## src/rtl/core/i2cmra_pkg.sv

```systemverilog
package i2cmra_pkg;

  typedef enum logic [2:0] {
    PH_IDLE,
    PH_START,
    PH_SEND,
    PH_ACKWAIT,
    PH_WAITBYTE,
    PH_READBIT,
    PH_MACK,
    PH_STOP
  } phase_e;

  typedef enum logic [1:0] {
    KIND_ADDR_W,
    KIND_REG,
    KIND_ADDR_R,
    KIND_DATA
  } kind_e;

  typedef enum logic [1:0] {
    ST_OK,
    ST_BUS_BUSY,
    ST_ADDR_NACK,
    ST_DATA_NACK
  } status_e;

  localparam logic [1:0] REQ_TICK  = 2'd0;
  localparam logic [1:0] REQ_WRITE = 2'd1;
  localparam logic [1:0] REQ_READ  = 2'd2;
  localparam logic [1:0] REQ_BYTE  = 2'd3;

  localparam logic [7:0] ACK_WAIT_RESET = 8'd50;

  typedef struct packed {
    logic [1:0] req_type;
    logic [6:0] dev_addr;
    logic [7:0] reg_addr;
    logic [7:0] byte_count;
    logic [7:0] wr_byte;
    logic       sda_in;
  } in_t;

  typedef struct packed {
    logic       scl_level;
    logic       sda_drive;
    logic       sda_enable;
    logic [7:0] rd_byte;
    logic       rd_valid;
    logic       rd_last;
    logic       need_byte;
    logic       busy_res;
    logic       done_res;
    logic [1:0] status;
  } out_t;

endpackage

```

## src/rtl/core/i2c_master_register_access.sv

```systemverilog
// channel   direction  handshake                  payload
// in        input      in_valid_i / in_stall_o    in_data_i  (i2cmra_pkg::in_t)
// out       output     out_valid_o / out_stall_i  out_data_o (i2cmra_pkg::out_t)
// cfg       input      cfg_we_i                   cfg_data_i (ack_wait_limit)
//
// One tick per clock while not stalled: each accepted tick updates the bus sequencer
// and loads the result register in the same cycle, so throughput is one per cycle.
// The result register holds each result, offered from the cycle after its tick is accepted.
// Reset clears the sequencer to idle and sets ack_wait_limit to 50.
// in_stall_o rises only while a result waits in the register and out_stall_i is high.
module i2c_master_register_access (
  input  logic               clk_i,
  input  logic               rst_ni,
  input  logic               in_valid_i,
  output logic               in_stall_o,
  input  i2cmra_pkg::in_t    in_data_i,
  output logic               out_valid_o,
  input  logic               out_stall_i,
  output i2cmra_pkg::out_t   out_data_o,
  input  logic               cfg_we_i,
  input  logic [7:0]         cfg_data_i
);
  import i2cmra_pkg::*;

  phase_e     phase_q, phase_d;
  kind_e      kind_q, kind_d;
  status_e    end_q, end_d;
  logic [1:0] tib_q, tib_d;
  logic [2:0] bit_q, bit_d;
  logic [7:0] shift_q, shift_d;
  logic [7:0] left_q, left_d;
  logic [7:0] wait_q, wait_d;
  logic [6:0] slave_q, slave_d;
  logic [7:0] regad_q, regad_d;
  logic       rd_q, rd_d;
  logic [7:0] limit_q;
  logic       out_valid_q;
  out_t       out_q, res;
  logic       accept;
  logic       start_fail;
  logic       sd, se;

  assign in_stall_o  = out_valid_q && out_stall_i;
  assign accept      = in_valid_i && !in_stall_o;
  assign out_valid_o = out_valid_q;
  assign out_data_o  = out_q;

  always_comb begin
    phase_d    = phase_q;
    kind_d     = kind_q;
    end_d      = end_q;
    tib_d      = tib_q;
    bit_d      = bit_q;
    shift_d    = shift_q;
    left_d     = left_q;
    wait_d     = wait_q;
    slave_d    = slave_q;
    regad_d    = regad_q;
    rd_d       = rd_q;
    start_fail = 1'b0;
    sd         = 1'b1;
    se         = 1'b0;
    res        = '0;
    res.scl_level = 1'b1;

    case (phase_q)
      PH_IDLE: begin
        if (in_data_i.req_type == REQ_WRITE || in_data_i.req_type == REQ_READ) begin
          slave_d = in_data_i.dev_addr;
          regad_d = in_data_i.reg_addr;
          left_d  = in_data_i.byte_count;
          rd_d    = (in_data_i.req_type == REQ_READ);
          kind_d  = KIND_ADDR_W;
          tib_d   = 2'd0;
          phase_d = PH_START;
        end
      end
      PH_START: begin
        se = 1'b1;
        case (tib_q)
          2'd0: begin
            res.scl_level = (kind_q != KIND_ADDR_R);
            sd = 1'b1;
            if (!in_data_i.sda_in) start_fail = 1'b1;
            else tib_d = 2'd1;
          end
          2'd1: begin
            res.scl_level = 1'b1;
            sd    = 1'b1;
            tib_d = 2'd2;
          end
          2'd2: begin
            res.scl_level = 1'b1;
            sd = 1'b0;
            if (in_data_i.sda_in) start_fail = 1'b1;
            else tib_d = 2'd3;
          end
          default: begin
            res.scl_level = 1'b0;
            sd      = 1'b0;
            bit_d   = 3'd0;
            tib_d   = 2'd0;
            phase_d = PH_SEND;
            if (kind_q == KIND_ADDR_R) begin
              shift_d = {slave_q, 1'b1};
              kind_d  = KIND_ADDR_R;
            end else begin
              shift_d = {slave_q, 1'b0};
              kind_d  = KIND_ADDR_W;
            end
          end
        endcase
        if (start_fail) begin
          if (kind_q == KIND_ADDR_W) begin
            res.done_res = 1'b1;
            res.status   = ST_BUS_BUSY;
            phase_d      = PH_IDLE;
            tib_d        = 2'd0;
          end else begin
            end_d   = ST_BUS_BUSY;
            phase_d = PH_STOP;
            tib_d   = 2'd0;
          end
        end
      end
      PH_SEND: begin
        se = 1'b1;
        sd = shift_q[7];
        case (tib_q)
          2'd0: begin
            res.scl_level = 1'b0;
            tib_d = 2'd1;
          end
          2'd1: begin
            res.scl_level = 1'b1;
            tib_d = 2'd2;
          end
          default: begin
            res.scl_level = 1'b0;
            shift_d = {shift_q[6:0], 1'b0};
            tib_d   = 2'd0;
            if (bit_q == 3'd7) begin
              bit_d   = 3'd0;
              wait_d  = 8'd0;
              phase_d = PH_ACKWAIT;
            end else begin
              bit_d = bit_q + 3'd1;
            end
          end
        endcase
      end
      PH_ACKWAIT: begin
        if (tib_q == 2'd0) begin
          res.scl_level = 1'b0;
          tib_d = 2'd1;
        end else begin
          res.scl_level = 1'b1;
          if (!in_data_i.sda_in) begin
            tib_d = 2'd0;
            case (kind_q)
              KIND_ADDR_W: begin
                shift_d = regad_q;
                kind_d  = KIND_REG;
                bit_d   = 3'd0;
                phase_d = PH_SEND;
              end
              KIND_REG: begin
                if (rd_q) begin
                  kind_d  = KIND_ADDR_R;
                  phase_d = PH_START;
                end else if (left_q == 8'd0) begin
                  end_d   = ST_OK;
                  phase_d = PH_STOP;
                end else begin
                  phase_d = PH_WAITBYTE;
                end
              end
              KIND_ADDR_R: begin
                if (left_q == 8'd0) begin
                  end_d   = ST_OK;
                  phase_d = PH_STOP;
                end else begin
                  shift_d = 8'd0;
                  bit_d   = 3'd0;
                  phase_d = PH_READBIT;
                end
              end
              default: begin
                left_d = left_q - 8'd1;
                if (left_q == 8'd1) begin
                  end_d   = ST_OK;
                  phase_d = PH_STOP;
                end else begin
                  phase_d = PH_WAITBYTE;
                end
              end
            endcase
          end else if (wait_q >= limit_q) begin
            end_d   = (kind_q == KIND_ADDR_W || kind_q == KIND_ADDR_R) ? ST_ADDR_NACK
                                                                       : ST_DATA_NACK;
            phase_d = PH_STOP;
            tib_d   = 2'd0;
          end else begin
            wait_d = wait_q + 8'd1;
          end
        end
      end
      PH_WAITBYTE: begin
        res.scl_level = 1'b0;
        res.need_byte = 1'b1;
        if (in_data_i.req_type == REQ_BYTE) begin
          shift_d = in_data_i.wr_byte;
          kind_d  = KIND_DATA;
          bit_d   = 3'd0;
          tib_d   = 2'd0;
          phase_d = PH_SEND;
        end
      end
      PH_READBIT: begin
        case (tib_q)
          2'd0, 2'd1: begin
            res.scl_level = 1'b0;
            tib_d = tib_q + 2'd1;
          end
          2'd2: begin
            res.scl_level = 1'b1;
            shift_d = {shift_q[6:0], in_data_i.sda_in};
            tib_d   = 2'd3;
          end
          default: begin
            res.scl_level = 1'b1;
            tib_d = 2'd0;
            if (bit_q == 3'd7) begin
              bit_d   = 3'd0;
              phase_d = PH_MACK;
            end else begin
              bit_d = bit_q + 3'd1;
            end
          end
        endcase
      end
      PH_MACK: begin
        se = 1'b1;
        sd = (left_q <= 8'd1);
        case (tib_q)
          2'd0: begin
            res.scl_level = 1'b0;
            tib_d = 2'd1;
          end
          2'd1: begin
            res.scl_level = 1'b1;
            tib_d = 2'd2;
          end
          default: begin
            res.scl_level = 1'b0;
            res.rd_valid  = 1'b1;
            res.rd_byte   = shift_q;
            res.rd_last   = (left_q <= 8'd1);
            left_d = left_q - 8'd1;
            tib_d  = 2'd0;
            if (left_q == 8'd1) begin
              end_d   = ST_OK;
              phase_d = PH_STOP;
            end else begin
              shift_d = 8'd0;
              bit_d   = 3'd0;
              phase_d = PH_READBIT;
            end
          end
        endcase
      end
      PH_STOP: begin
        se = 1'b1;
        case (tib_q)
          2'd0: begin
            res.scl_level = 1'b0;
            sd    = 1'b0;
            tib_d = 2'd1;
          end
          2'd1: begin
            res.scl_level = 1'b1;
            sd    = 1'b0;
            tib_d = 2'd2;
          end
          default: begin
            res.scl_level = 1'b1;
            sd           = 1'b1;
            res.done_res = 1'b1;
            res.status   = end_q;
            tib_d        = 2'd0;
            phase_d      = PH_IDLE;
          end
        endcase
      end
      default: begin
        phase_d = PH_IDLE;
        tib_d   = 2'd0;
      end
    endcase

    res.sda_enable = se;
    res.sda_drive  = se ? sd : 1'b1;
    res.busy_res   = (phase_d != PH_IDLE);
  end

  always_ff @(posedge clk_i or negedge rst_ni) begin
    if (!rst_ni) begin
      phase_q <= PH_IDLE;
      kind_q  <= KIND_ADDR_W;
      end_q   <= ST_OK;
      tib_q   <= 2'd0;
      bit_q   <= 3'd0;
      shift_q <= 8'd0;
      left_q  <= 8'd0;
      wait_q  <= 8'd0;
      slave_q <= 7'd0;
      regad_q <= 8'd0;
      rd_q    <= 1'b0;
    end else if (accept) begin
      phase_q <= phase_d;
      kind_q  <= kind_d;
      end_q   <= end_d;
      tib_q   <= tib_d;
      bit_q   <= bit_d;
      shift_q <= shift_d;
      left_q  <= left_d;
      wait_q  <= wait_d;
      slave_q <= slave_d;
      regad_q <= regad_d;
      rd_q    <= rd_d;
    end
  end

  always_ff @(posedge clk_i or negedge rst_ni) begin
    if (!rst_ni) begin
      limit_q <= ACK_WAIT_RESET;
    end else if (cfg_we_i) begin
      limit_q <= cfg_data_i;
    end
  end

  always_ff @(posedge clk_i or negedge rst_ni) begin
    if (!rst_ni) begin
      out_valid_q <= 1'b0;
    end else if (accept) begin
      out_valid_q <= 1'b1;
    end else if (!out_stall_i) begin
      out_valid_q <= 1'b0;
    end
  end

  always_ff @(posedge clk_i) begin
    if (accept) begin
      out_q <= res;
    end
  end

  a_stall_needs_result: assert property (@(posedge clk_i) disable iff (!rst_ni)
    in_stall_o |-> out_valid_q)
    else $error("input stalled with no result pending");

  a_done_not_busy: assert property (@(posedge clk_i) disable iff (!rst_ni)
    out_valid_q && out_q.done_res |-> !out_q.busy_res)
    else $error("finished transaction still reported busy");

  a_stop_ends: assert property (@(posedge clk_i) disable iff (!rst_ni)
    accept && phase_q == PH_STOP && tib_q == 2'd2
    |=> out_valid_q && out_q.done_res && phase_q == PH_IDLE)
    else $error("stop did not end the transaction");

  a_wait_bounded: assert property (@(posedge clk_i) disable iff (!rst_ni)
    phase_q == PH_ACKWAIT |-> wait_q <= limit_q)
    else $error("acknowledge wait count beyond limit");

endmodule

```

## config.mk

```make
export PLATFORM = sky130hd
export DESIGN_NAME = i2c_master_register_access
export DESIGN_NICKNAME = d
export VERILOG_FILES = /design/src/rtl/core/i2cmra_pkg.sv /design/src/rtl/core/i2c_master_register_access.sv
export SDC_FILE = /design/constraint.sdc
export NUM_CORES = 1
export LEC_CHECK = 0
export ABC_AREA = 1
export CAP_MARGIN = 0
export CORE_ASPECT_RATIO = 0.5
export CORE_MARGIN = 4
export CORE_UTILIZATION = 65
export CTS_CLUSTER_SIZE = 25
export DETAILED_ROUTE_END_ITERATION = 6
export DONT_BUFFER_PORTS = 1
export PLACE_DENSITY = 0.91
export REMOVE_ABC_BUFFERS = 1
export SLEW_MARGIN = 20
export SYNTH_ARGS = -nofsm -noshare
export SYNTH_HDL_FRONTEND = slang
export SYNTH_SLANG_ARGS = --single-unit
```

## constraint.sdc

```tcl
create_clock -name clk_i -period 4 [get_ports clk_i]
set_input_delay 0.4 -clock clk_i [delete_from_list [all_inputs] [get_ports clk_i]]
set_output_delay 0.4 -clock clk_i [all_outputs]
set_load 0.01 [all_outputs]
```

# --- Word-level counts from Yosys, hierarchy flattened ---
# Cells that the tools add are included.
word_totals:
  ff_bits: 79
  out_inout_bits: 20
  elab_cells: 215
classes:
  addsub: 4
  n_lt_le_gt_ge: 2
  n_eq_ne: 44
  muxes: 109
  bitwise_logic: 1
  reduce_logical: 32
op_table:
  columns: ["op", "n"]
  rows:
  - ["8-bit two-way mux", 19]
  - ["3-bit two-way mux", 28]
  - ["2-bit two-way mux", 28]
  - ["8-bit case mux with 6 select lines", 1]
  - ["2-bit != test, second input constant", 17]
  - ["8-bit case mux with 2 select lines", 2]
  - ["3-bit case mux with 8 select lines", 1]
  - ["8-bit case mux with 3 select lines", 1]
  - ["12-bit AND reduction", 2]
  - ["2-bit case mux with 3 select lines", 3]
  - ["3-bit case mux with 6 select lines", 1]
  - ["9-bit AND reduction", 2]
  - ["4-bit != test, second input constant", 4]
  - ["3-bit equality test, second input constant", 5]
  - ["3-bit != test, second input constant", 5]
  - ["7-bit AND reduction", 2]
  - ["1-bit two-way mux", 13]
  - ["2-bit case mux with 2 select lines", 3]
  - ["2-bit case mux with 6 select lines", 1]
  - ["3-bit case mux with 2 select lines", 2]
  - ["3-bit OR reduction", 4]
  - ["3-bit case mux with 3 select lines", 1]
  - ["3-bit nonzero test", 3]
  - ["8-bit by 1-bit adder with 8-bit output, second input constant", 1]
  - ["30 further kinds", 43]

# --- Depth between registers and ports, before layout ---
# Gate-level depths: netlist of run 1.
depth:
  depth_word: 8
  ltp_mapped: 13
  depth_no_buf: 12

# --- Worst setup path after synthesis of run 1 ---
# Ideal clock, no wire load.
synth_path:
  path_type: "register to register"
  startpoint: "register out_valid_q, in the netlist out_valid_o"
  endpoint: "register regad_q[2]"
  t_arrival_ps: 1747
  t_required_ps: 3873
  path_slack_ps: 2126
  stages_incl_launch_ff: 8
  path_buffers: 1
  period_less_slack_ps: 1874
  path_cell_list: "dfrtp_1 -> nand2_1 -> inv_1 -> nor2_4 -> inv_1 -> nor3_2 -> buf_4 -> mux2_1"
synth_between:
  elab_chain_len: 4
synth_rtl:
  columns: ["element", "line_no", "source"]
  rows:
  - ["from (decl)", "i2c_master_register_access.sv:37", "logic out_valid_q;"]
  - ["from (signal assigned)", "i2c_master_register_access.sv:344", "out_valid_q <= 1'b0;"]
  - ["from (signal assigned)", "i2c_master_register_access.sv:346", "out_valid_q <= 1'b1;"]
  - ["from (signal assigned)", "i2c_master_register_access.sv:348", "out_valid_q <= 1'b0;"]
  - ["1-bit logical AND", "i2c_master_register_access.sv:43", "assign in_stall_o = out_valid_q && out_stall_i;"]
  - ["net in_stall_o", "i2c_master_register_access.sv:15", "output logic in_stall_o,"]
  - ["1-bit zero test", "i2c_master_register_access.sv:44", "assign accept = in_valid_i && !in_stall_o;"]
  - ["1-bit logical AND", "i2c_master_register_access.sv:44", null]
  - ["net accept", "i2c_master_register_access.sv:39", "logic accept;"]
  - ["3-bit AND reduction (no line)", null, null]
  - ["to (signal assigned)", "i2c_master_register_access.sv:329", "regad_q <= regad_d;"]
  - ["to (decl)", "i2c_master_register_access.sv:34", "logic [7:0] regad_q, regad_d;"]
# The timed path passes the listed nets, and every way through them passes these cells.
# A chain may end at the register's enable or synchronous reset.

# --- Worst setup path in the final report of run 1 ---
layout_path:
  startpoint: "register out_valid_q, in the netlist out_valid_o"
  endpoint: "register regad_q[5]"
# The elaborated chain is that of the path after synthesis.

==> flow_metrics.env, run 1 <==
export IMPL_cts_root_buffer_cell="clkbuf_16"
export IMPL_crit_cells=7
export IMPL_post_drt_wl_per_cell_um=16.70
export IMPL_max_cap_viol_count=0
export IMPL_drv_slew=0
export IMPL_postRouteAntennaNets=0
export IMPL_syn2layout_area_growth_pct=7.143
export IMPL_ys_types=46
export IMPL_grt_overflow=0
export IMPL_synth_cells=638
export IMPL_worst_path_max_delay_cell="nor3_4"
export IMPL_vias_per_cell=5.943
export IMPL_synth_edf_count=18
export IMPL_portBuffers=0
export IMPL_vias=4404
export IMPL_antenna_cells=0
export IMPL_tns_ns=0
export IMPL_fp_coreArea_um2=7405
export IMPL_worst_pin_slew_ns=0.9297
export IMPL_period_needed_ns=2.418
export IMPL_critPathRequiredTime_ns=4.22
export IMPL_start_util_pct=67.42
export IMPL_clkLatencyLatePin_ns=0.35
export IMPL_drtIter0Drc=541
export IMPL_synth_seq_area_share_pct=41.48
export IMPL_crit_path_max_fanout=26
export IMPL_post_dp_hpwl_um=8746
export IMPL_cts_sinks=79
export IMPL_critPathCaptureType="register"
export IMPL_power_density_nw_per_um2=704.8
export IMPL_ctsResizeCount=0
export IMPL_leakagePower_nw=2.603
export IMPL_clock_path_buffers=2
export IMPL_grt_max_degree=62
export IMPL_cp_cell_sequence="nand2_1 > inv_1 > nor2_4 > buf_4 > inv_1 > nor3_4 > mux2_1"
export IMPL_max_vdd_ir_drop_mv=0.3572
export IMPL_slew_headroom_pct=37.82
export IMPL_start_kind="register"
export IMPL_grt_pass1_wl_um=20960
export IMPL_clkSlewWorstSetupHoldPaths_ns=0.06
export IMPL_htree_levels=3
export IMPL_synthArstFlopShare_pct=77.22
export IMPL_final_core_util_pct=72.24
export IMPL_layout_drive_gt1_share_pct=12.09
export IMPL_antenna_found_initial=0
export IMPL_drt_wl_total_um=12370
export IMPL_fmax_mhz=413.5
export IMPL_fin_skew_ns=0.01334
export IMPL_slowest_delay_ns=0.73
export IMPL_die_w_um=131.9
export IMPL_numCtsBuffers=9
export IMPL_grt_pass1_vias=4237
export IMPL_path_delay_family="simple AND/OR/NAND/NOR gates"
export IMPL_ys_warn_count=0
export IMPL_worstSetupPathType="reg2reg"
export IMPL_hold_class="in2reg"
export IMPL_critPathArrivalTime_ns=2.64
export IMPL_path_buf_inv=3
export IMPL_synth_ff_type="dfrtp_1"
export IMPL_cts_tree="done"
export IMPL_rsz0062_at_grt="false"
export IMPL_gp_congestion=1.002
export IMPL_die_h_um=69.97
export IMPL_crit_path_frequent_cell="inv_1"
export IMPL_drt_pass1_iterations=5
export IMPL_fillers=542
export IMPL_netlist_area_um2=4992
export IMPL_synth_seq_cells=79
export IMPL_dieArea_um2=9232
export IMPL_track_usage_pct=28.11
export IMPL_hold_viol=0
export IMPL_synth_area_per_cell_um2=7.825
export IMPL_ctsHoldBuffers=2
export IMPL_hold_path_cell_count=1
export IMPL_drc_errors=0
export IMPL_rows=22
export IMPL_fin_nets=712
export IMPL_setup_viol=0
export IMPL_cts_setup_buffers=0
export IMPL_rr_worst_depth=7
export IMPL_status="finished, final reports clean"
export IMPL_ios=67
export IMPL_fin_crit_sh_pct=60.46
## worst paths after layout
check,from,endpoint,slack [ns]
worst max-delay path,out_valid_o,regad_q[5],1.58
worst max register to register,out_valid_o,regad_q[5],1.58
min in group asynchronous,rst_ni,bit_q[0],0.60
worst min-delay path,cfg_we_i,limit_q[4],0.12
worst min register to register,regad_q[3],regad_q[3],0.49
max in group asynchronous,rst_ni,limit_q[5],3.09
## cells in the final DEF, fill, tap and decap left out, drive strengths merged
master,Yosys,routed
nand2,199,199
inv,80,84
nor2,73,73
o21ai,66,66
dfrtp,58,58
nand3,41,41
ha,25,25
a21oi,20,20
edfxtp,18,18
nand4,9,9
clkbuf,1,9
xor2,5,5
o211ai,4,4
nor3,4,4
mux2,4,4
clkinv,1,4
a22oi,3,3
dfstp,3,3
buf,12,3
o221ai,2,2
nand3b,2,2
o21bai,1,1
a31oi,1,1
o22ai,1,1
a21boi,1,1
o211a,1,1
nor3b,1,1
a32oi,1,1
nor4,1,1
dlygate4sd3,0,1
## state kept, by name, indices dropped and copies added (netlist names)
register	flops
rd_q	1
tib_q	2
end_q	2
limit_q	8
bit_q	3
out_valid_o	1
phase_q	3
shift_q	8
slave_q	7
kind_q	2
regad_q	8
wait_q	8
out_data_o	18
left_q	8
## layer usage
metal | GRT usage [%] | vias to the layer above | routed length [um]
met4 | 8.615 | 0 | 264
met3 | 9.065 | 40 | 1254
met5 | 0 | - | 0
li1 | - | 2087 | -
met1 | 38.49 | 2007 | 5334
met2 | 42.85 | 270 | 5519
## power by group
part           leakage [nW]  internal [mW]  total [mW]  switching [mW]
clock                 0.140          0.429       0.785           0.356
combinational          1.52          0.539        1.70            1.16
sequential            0.945           1.07        1.28           0.207
## final cells by class
| class | instances | area [um2] | area share [%] |
|---|---|---|---|
| flip-flops and latches | 79 | 2071 | 38.71 |
| clock inverters | 7 | 55.05 | 1.029 |
| well taps | 96 | 120.1 | 2.246 |
| repair buffers | 4 | 52.55 | 0.9825 |
| multi-input cells | 465 | 2516 | 47.04 |
| inverters | 81 | 309.0 | 5.778 |
| clock buffers | 9 | 225.2 | 4.211 |
## cells by family after synthesis
logic type / synth area share (%)
and+or+nand+nor: 30.45
AOI/OAI and AO/OA: 11.78
buffers and inverters: 8.245
DFF: 41.48
adders and majority gates: 6.266
xor gates and xnor gates: 0.8772
muxes: 0.9022
## per-stage QoR
| step | cell area [um2] | power, mW | setup slack (ns) | cells | hold WS (ns) |
|---|---|---|---|---|---|
| after floorplan | 4890 | 2.511 | 1.311 | 625 | 0.1044 |
| after global placement | 5031 | 2.857 | 1.685 | 723 | 0.1058 |
| after detailed placement | 5031 | 2.921 | 1.575 | 723 | 0.1058 |
| after CTS | 5349 | 3.733 | 1.553 | 741 | 0.1214 |
| after global routing | 5349 | 4.050 | 1.356 | 741 | 0.1289 |
| final | 5349 | 3.770 | 1.582 | 741 | 0.1245 |
## synth_stat cells (2+ instances only)
master | instances | share of area [%]
nand2_1 | 189 | 14
inv_1 | 65 | 4.9
dfrtp_1 | 58 | 29
nor2_1 | 56 | 4.2
nand3_1 | 38 | 3.8
o21ai_0 | 35 | 3.5
ha_1 | 25 | 6.3
o21ai_1 | 22 | 2.2
a21oi_1 | 20 | 2.0
edfxtp_1 | 18 | 11
inv_2 | 13 | 0.98
nand4_1 | 9 | 1.1
nor2_2 | 9 | 1.1
o21ai_2 | 8 | 1.4
nand2_2 | 7 | 0.88
buf_6 | 5 | 1.1
nor2_4 | 5 | 1.1
xor2_1 | 5 | 0.88
buf_2 | 4 | 0.40
o211ai_1 | 4 | 0.60
a22oi_1 | 3 | 0.45
buf_4 | 3 | 0.45
dfstp_2 | 3 | 1.6
mux2_1 | 3 | 0.68
nand2_4 | 3 | 0.68
nor2_8 | 3 | 1.2
nor3_1 | 3 | 0.30
inv_4 | 2 | 0.25
nand3_2 | 2 | 0.40
o221ai_1 | 2 | 0.35
Note: power is estimated with default switching activity, not from simulation.
==> run 2: changes to the inputs <==
--- a/config.mk
+++ b/config.mk
@@ -9,11 +9,11 @@
 export CAP_MARGIN = 0
 export CORE_ASPECT_RATIO = 0.5
 export CORE_MARGIN = 4
-export CORE_UTILIZATION = 65
+export CORE_UTILIZATION = 64
 export CTS_CLUSTER_SIZE = 25
 export DETAILED_ROUTE_END_ITERATION = 6
 export DONT_BUFFER_PORTS = 1
-export PLACE_DENSITY = 0.91
+export PLACE_DENSITY = 0.9
 export REMOVE_ABC_BUFFERS = 1
 export SLEW_MARGIN = 20
 export SYNTH_ARGS = -nofsm -noshare
==> constraint.sdc (replaced) <==
create_clock -name clk_i -period 2.25 [get_ports clk_i]
set_input_delay 0.225 -clock clk_i [delete_from_list [all_inputs] [get_ports clk_i]]
set_output_delay 0.225 -clock clk_i [all_outputs]
set_load 0.01 [all_outputs]
==> run 2 against run 1 <==
Effect of this change:
- core utilization increased by 0.93 points
- first-iteration DRC count decreased by 19%
- critical path depth increased by 1
- largest power group unchanged
- highest routed layer unchanged
==> flow_metrics.env, run 2 (synthesized netlist as in run 1, its figures left out) <==
export IMPL_dp_slack_ns=0.1184
export IMPL_rsz0062_at_grt="false"
export IMPL_power_density_nw_per_um2=1246
export IMPL_p_sw_share_pct=44.85
export IMPL_rr_worst_depth=8
export IMPL_drv_slew=0
export IMPL_clkSlewWorstSetupHoldPaths_ns=0.07
export IMPL_final_core_util_pct=73.16
export IMPL_setup_viol=0
export IMPL_syn2layout_area_growth_pct=9.323
export IMPL_fin_crit_sh_pct=93.88
export IMPL_post_drt_wl_per_cell_um=16.46
export IMPL_cts_sinks=79
export IMPL_worstSetupPathType="reg2reg"
export IMPL_worst_pin_slew_ns=0.5184
export IMPL_whs_ns=0.002685
export IMPL_vias=4360
export IMPL_layout_drive_gt1_share_pct=12.71
export IMPL_dr_wl_met3_um=1226
export IMPL_max_cap_viol_count=0
export IMPL_grt_max_degree=62
export IMPL_die_w_um=132.9
export IMPL_fillers=592
export IMPL_fmax_mhz=473.4
export IMPL_slowest_delay_ns=0.68
export IMPL_postRouteAntennaNets=0
export IMPL_dpl_cell_count=739
export IMPL_layout_common_cells="189 x nand2_1, 65 x inv_1, 58 x dfrtp_1, 56 x nor2_1, 38 x nand3_1"
export IMPL_slew_headroom_pct=65.07
export IMPL_critPathCaptureType="register"
export IMPL_clkLatencyLatePin_ns=0.35
export IMPL_rows=22
export IMPL_r2r_start="phase_q[0]"
export IMPL_dieArea_um2=9363
export IMPL_fin_nets=720
export IMPL_clock_path_buffers=2
export IMPL_highest_layer="met4"
export IMPL_cp_cell_sequence="nor2_2 > nand2_2 > inv_2 > nand2_1 > nand4_1 > nor2_2 > nand3_1 > nand2_1"
export IMPL_critPathRequiredTime_ns=2.53
export IMPL_track_usage_pct=28.00
export IMPL_hold_start="cfg_data_i[3]"
export IMPL_pwr_share_comb_pct=45.1
export IMPL_start_util_pct=66.92
export IMPL_ios=67
export IMPL_fp_coreArea_um2=7460
export IMPL_grt_pass1_vias=4140
export IMPL_wl_met1_um=5507
export IMPL_critPathArrivalTime_ns=2.39
export IMPL_drt_wl_total_um=12530
export IMPL_drt_pass1_iterations=7
export IMPL_antenna_found_initial=0
export IMPL_leakagePower_nw=2.645
export IMPL_drtIter0Drc=438
export IMPL_fin_skew_ns=0.01232
export IMPL_clock_power_share_pct=21.7
export IMPL_p_int_mw=3.752
export IMPL_vias_per_cell=5.729
export IMPL_status="finished, final reports clean"
export IMPL_grt_overflow=0
export IMPL_cts_root_buffer_cell="clkbuf_16"
export IMPL_antenna_cells=0
export IMPL_gp_congestion=0.9583
export IMPL_final_cell_count_no_fill=761
export IMPL_power_mw=6.803
export IMPL_cts_tree="done"
export IMPL_hold_class="in2reg"
export IMPL_post_dp_cell_area_um2=5076
export IMPL_reg2reg_to="shift_q[2]"
export IMPL_p_sw_mw=3.051
export IMPL_r2r_slack_ns=0.14
export IMPL_period_needed_ns=2.112
export IMPL_drc_errors=0
export IMPL_max_vdd_ir_drop_mv=0.7079
export IMPL_tns_ns=0
export IMPL_numCtsBuffers=9
export IMPL_hold_viol=0
export IMPL_p_seq_share_pct=33.2
export IMPL_grt_pass1_wl_um=20760
export IMPL_start_kind="register"
export IMPL_portBuffers=0
export IMPL_worst_slack_ns=0.1378
export IMPL_die_h_um=70.45
export IMPL_largest_reg_flops=18
export IMPL_final_cell_area_um2=5458
export IMPL_post_dp_hpwl_um=9064
export IMPL_hold_path_endpoint="limit_q[3]"
export IMPL_worst_path_max_delay_cell="dfrtp_1"
export IMPL_htree_levels=3
export IMPL_hold_path_cell_count=2
export IMPL_cts_setup_buffers=0
export IMPL_crit_path_max_fanout=11
export IMPL_final_common_cell="nand2_1"
export IMPL_met2WireLength_um=5553
run 2: cell count changes in the layout (fill, tap and decap cells not counted), sizes merged:
cell         before  now
buf               3    7
clkbuf            9   12
clkinv            4    2
clkinvlp          0    1
dlygate4sd3       1    5
inv              84   82
run 2: power groups by stage:
| stage | Sequential [mW] | Combinational [mW] | Clock, mW |
|---|---|---|---|
| finish | 2.26 | 3.07 | 1.48 |
| global route | 2.30 | 3.43 | 1.56 |
| CTS | 2.25 | 3.01 | 1.47 |
| detailed placement | 2.27 | 2.94 | 0 |
| global placement | 2.26 | 2.87 | 0 |
| floorplan | 2.20 | 2.26 | 0 |
run 2: how the worst max path moves through the flow:
| stage | start | endpoint | slack [ns] | depth (start not counted) |
|---|---|---|---|---|
| after floorplan | out_valid_o | regad_q[2] | -0.44 | 6 |
| after global placement | tib_q[1] | out_data_o[3] | 0.18 | 11 |
| after detailed placement | tib_q[1] | out_data_o[3] | 0.12 | 11 |
| after CTS | tib_q[1] | out_data_o[3] | 0.12 | 11 |
| after global routing | tib_q[1] | shift_q[5] | 0.002 | 9 |
| final | phase_q[0] | shift_q[2] | 0.14 | 8 |
run 2: per-layer routing:
| layer | vias up | track usage, % |
|---|---|---|
| met4 | 0 | 8.295 |
| li1 | 2090 | - |
| met1 | 1994 | 39.36 |
| met5 | - | 0 |
| met3 | 28 | 8.201 |
| met2 | 248 | 42.02 |
run 2: cell type report:
cell class / instances / area, um2 / share of cell area (%)
multi-input cells: 465 / 2519 / 46.15
flip-flops and latches: 79 / 2071 / 37.94
inverters: 81 / 309.0 / 5.663
clock buffers: 12 / 267.8 / 4.906
well taps: 108 / 135.1 / 2.476
repair buffers: 12 / 122.6 / 2.247
clock inverters: 4 / 33.78 / 0.6190
run 2: what timing repair did:
action	4_1_cts	5_1_grt
resized for setup	0	1
hold buffers	6	0
endpoints found under the setup margin	0	12
endpoints found under the hold margin	68	0
run 2: critical path: cells and delay by family, from the launching register on:
| kind | cells | cell delay [ns] |
|---|---|---|
| flip-flops | 1 | 0.68 |
| AND/OR/NAND/NOR | 7 | 1.21 |
| buffers and inverters | 1 | 0.12 |
==> run 3: changes to the inputs <==
--- a/config.mk
+++ b/config.mk
@@ -9,12 +9,13 @@
 export CAP_MARGIN = 0
 export CORE_ASPECT_RATIO = 0.5
 export CORE_MARGIN = 4
-export CORE_UTILIZATION = 64
+export CORE_UTILIZATION = 60
 export CTS_CLUSTER_SIZE = 25
 export DETAILED_ROUTE_END_ITERATION = 6
 export DONT_BUFFER_PORTS = 1
-export PLACE_DENSITY = 0.9
+export PLACE_DENSITY = 0.86
 export REMOVE_ABC_BUFFERS = 1
+export SETUP_SLACK_MARGIN = 0.3
 export SLEW_MARGIN = 20
 export SYNTH_ARGS = -nofsm -noshare
 export SYNTH_HDL_FRONTEND = slang
==> run 3 against run 2 <==
Effect of this change:
- design area rose by 5.8%
- worst hold slack barely moved
- cell count rose by 3.2%
- maximum frequency rose by 4.5%
- sequential cell count did not move
- core utilization fell by 1.5 points
- critical endpoint is now out_data_o[3]
- largest power group unchanged
==> flow_metrics.env, run 3 (synthesized netlist as in run 1, its figures left out) <==
export IMPL_status="finished, final reports clean"
export IMPL_worst_path_max_delay_cell="dfrtp_1"
export IMPL_fp_coreArea_um2=8058
export IMPL_gp_congestion=0.9599
export IMPL_hold_viol=0
export IMPL_drv_slew=0
export IMPL_worstSetupPathType="reg2reg"
export IMPL_crit_path_max_fanout=7
export IMPL_start_util_pct=61.96
export IMPL_clkLatencyLatePin_ns=0.35
export IMPL_max_vdd_ir_drop_mv=0.6239
export IMPL_cts_root_buffer_cell="clkbuf_16"
export IMPL_post_dp_cell_area_um2=5089
export IMPL_clock_path_buffers=2
export IMPL_drtIter0Drc=460
export IMPL_dieArea_um2=9933
export IMPL_fin_crit_sh_pct=89.82
export IMPL_drt_wl_total_um=13000
export IMPL_largest_reg_flops=18
export IMPL_grt_pass1_wl_um=20580
export IMPL_multi_input_area_um2=2619
export IMPL_track_usage_pct=26.92
export IMPL_fmax_mhz=494.8
export IMPL_critPathArrivalTime_ns=2.11
export IMPL_max_cap_viol_count=0
export IMPL_ios=67
export IMPL_rows=23
export IMPL_leakagePower_nw=2.775
export IMPL_final_cell_area_um2=5776
export IMPL_clkSlewWorstSetupHoldPaths_ns=0.07
export IMPL_start_kind="register"
export IMPL_post_drt_wl_per_cell_um=16.56
export IMPL_fin_nets=740
export IMPL_cts_sinks=79
export IMPL_critPathRequiredTime_ns=2.34
export IMPL_die_w_um=137
export IMPL_antenna_cells=0
export IMPL_final_cell_count_no_fill=785
export IMPL_seqCellArea_um2=2074
export IMPL_grt_overflow=0
export IMPL_grt_max_degree=62
export IMPL_drc_errors=0
export IMPL_post_dp_hpwl_um=9062
export IMPL_power_density_nw_per_um2=1242
export IMPL_hold_class="in2reg"
export IMPL_critPathCaptureType="register"
export IMPL_numCtsBuffers=9
export IMPL_period_needed_ns=2.021
export IMPL_cp_cell_sequence="inv_2 > ha_4 > nor2_4 > a21oi_1 > nand2_1 > nand2_1 > nor2_1 > nor2_1 > nand2_1 > nor2_1 > nand2_1"
export IMPL_rsz0062_at_grt="true"
export IMPL_fin_skew_ns=0.009941
export IMPL_htree_levels=3
export IMPL_layout_drive_gt1_share_pct=17.68
export IMPL_slowest_delay_ns=0.43
export IMPL_syn2layout_area_growth_pct=15.69
export IMPL_dpl_cell_count=744
export IMPL_vias_per_cell=5.673
export IMPL_worst_pin_slew_ns=0.3629
export IMPL_die_h_um=72.50
export IMPL_antenna_found_initial=0
export IMPL_final_common_cell="nand2_1"
export IMPL_fillers=613
export IMPL_slew_headroom_pct=75.55
export IMPL_cts_tree="done"
export IMPL_layout_common_cells="185 x nand2_1, 62 x inv_1, 55 x nor2_1, 55 x dfrtp_1, 37 x nand3_1"
export IMPL_final_core_util_pct=71.68
export IMPL_setup_viol=0
export IMPL_grt_pass1_vias=4145
export IMPL_postRouteAntennaNets=0
export IMPL_vias=4453
export IMPL_crit_path_frequent_cell="nand2_1"
export IMPL_portBuffers=0
export IMPL_drt_pass1_iterations=5
run 3: changes by cell type in the layout (fill, tap and decap cells not counted), moves of 3 or more:
cell / previous run / this run
buf_4: 6 / 20
nand2_1: 189 / 185
nand2_2: 7 / 10
ha_4: 0 / 3
inv_1: 65 / 62
dfrtp_1: 58 / 55
dfrtp_2: 0 / 3
ha_1: 24 / 20
inv_2: 13 / 16
dlygate4sd3_1: 5 / 9
run 3: stage by stage:
stage                     power (mW)  hold slack, ns  setup slack, ns  setup TNS, ns
final                          7.174        0.002663           0.2290              0
after global routing           7.650        0.002501           0.1005              0
after CTS                      6.941        0.002270           0.2805              0
after detailed placement       5.198        -0.06845          0.08133              0
after global placement         5.139        -0.06861           0.1549              0
after floorplan                4.464        -0.07059          -0.4390         -4.443
run 3: worst max-delay path: cells and delay by family, from the launching register on:
family | cells | cell delay [ns]
AOI/OAI and AO/OA | 1 | 0.19
adders and majority gates | 1 | 0.25
DFF | 1 | 0.43
buffers and inverters | 1 | 0.15
and+or+nand+nor | 8 | 0.75
run 3: worst paths after layout:
| kind | end | slack, ns | cells past startpoint | startpoint |
|---|---|---|---|---|
| worst max-delay path | out_data_o[3] | 0.23 | 11 | tib_q[1] |
| worst min-delay path | slave_q[2] | 0.003 | 2 | in_data_i[27] |
| worst max register to register | out_data_o[3] | 0.23 | 11 | tib_q[1] |
| worst min register to register | regad_q[5] | 0.49 | 1 | regad_q[5] |
| max in group asynchronous | limit_q[1] | 1.52 | 2 | rst_ni |
| min in group asynchronous | phase_q[2] | 0.41 | 2 | rst_ni |
run 3: report_power, final:
part / internal (mW) / total, mW / switching (mW)
clock: 0.998 / 1.62 / 0.619
combinational: 1.12 / 3.29 / 2.17
sequential: 1.92 / 2.27 / 0.351
run 3: final cells by class:
class | instances | area share [%]
multi-input combinational | 465 | 45.34
sequential | 79 | 35.92
inverter | 81 | 5.351
timing repair buffer | 32 | 5.178
clock buffer | 12 | 4.809
tap | 112 | 2.426
clock inverter | 4 | 0.9749
run 3: layer usage:
layer	GRT usage [%]	share of wire, %	wire length (um)
met5	0	0	0
met4	7.080	1.8	233
met3	6.925	9.0	1165
met2	41.40	44	5700
met1	38.30	45	5899
run 3: timing repair:
| item | CTS | global route |
|---|---|---|
| hold buffers | 10 | 0 |
| setup buffers | 2 | 13 |
| hold endpoints to repair | 71 | 0 |
| setup endpoints to repair | 45 | 46 |
| pin swaps | 1 | 8 |
| resized for setup | 8 | 21 |
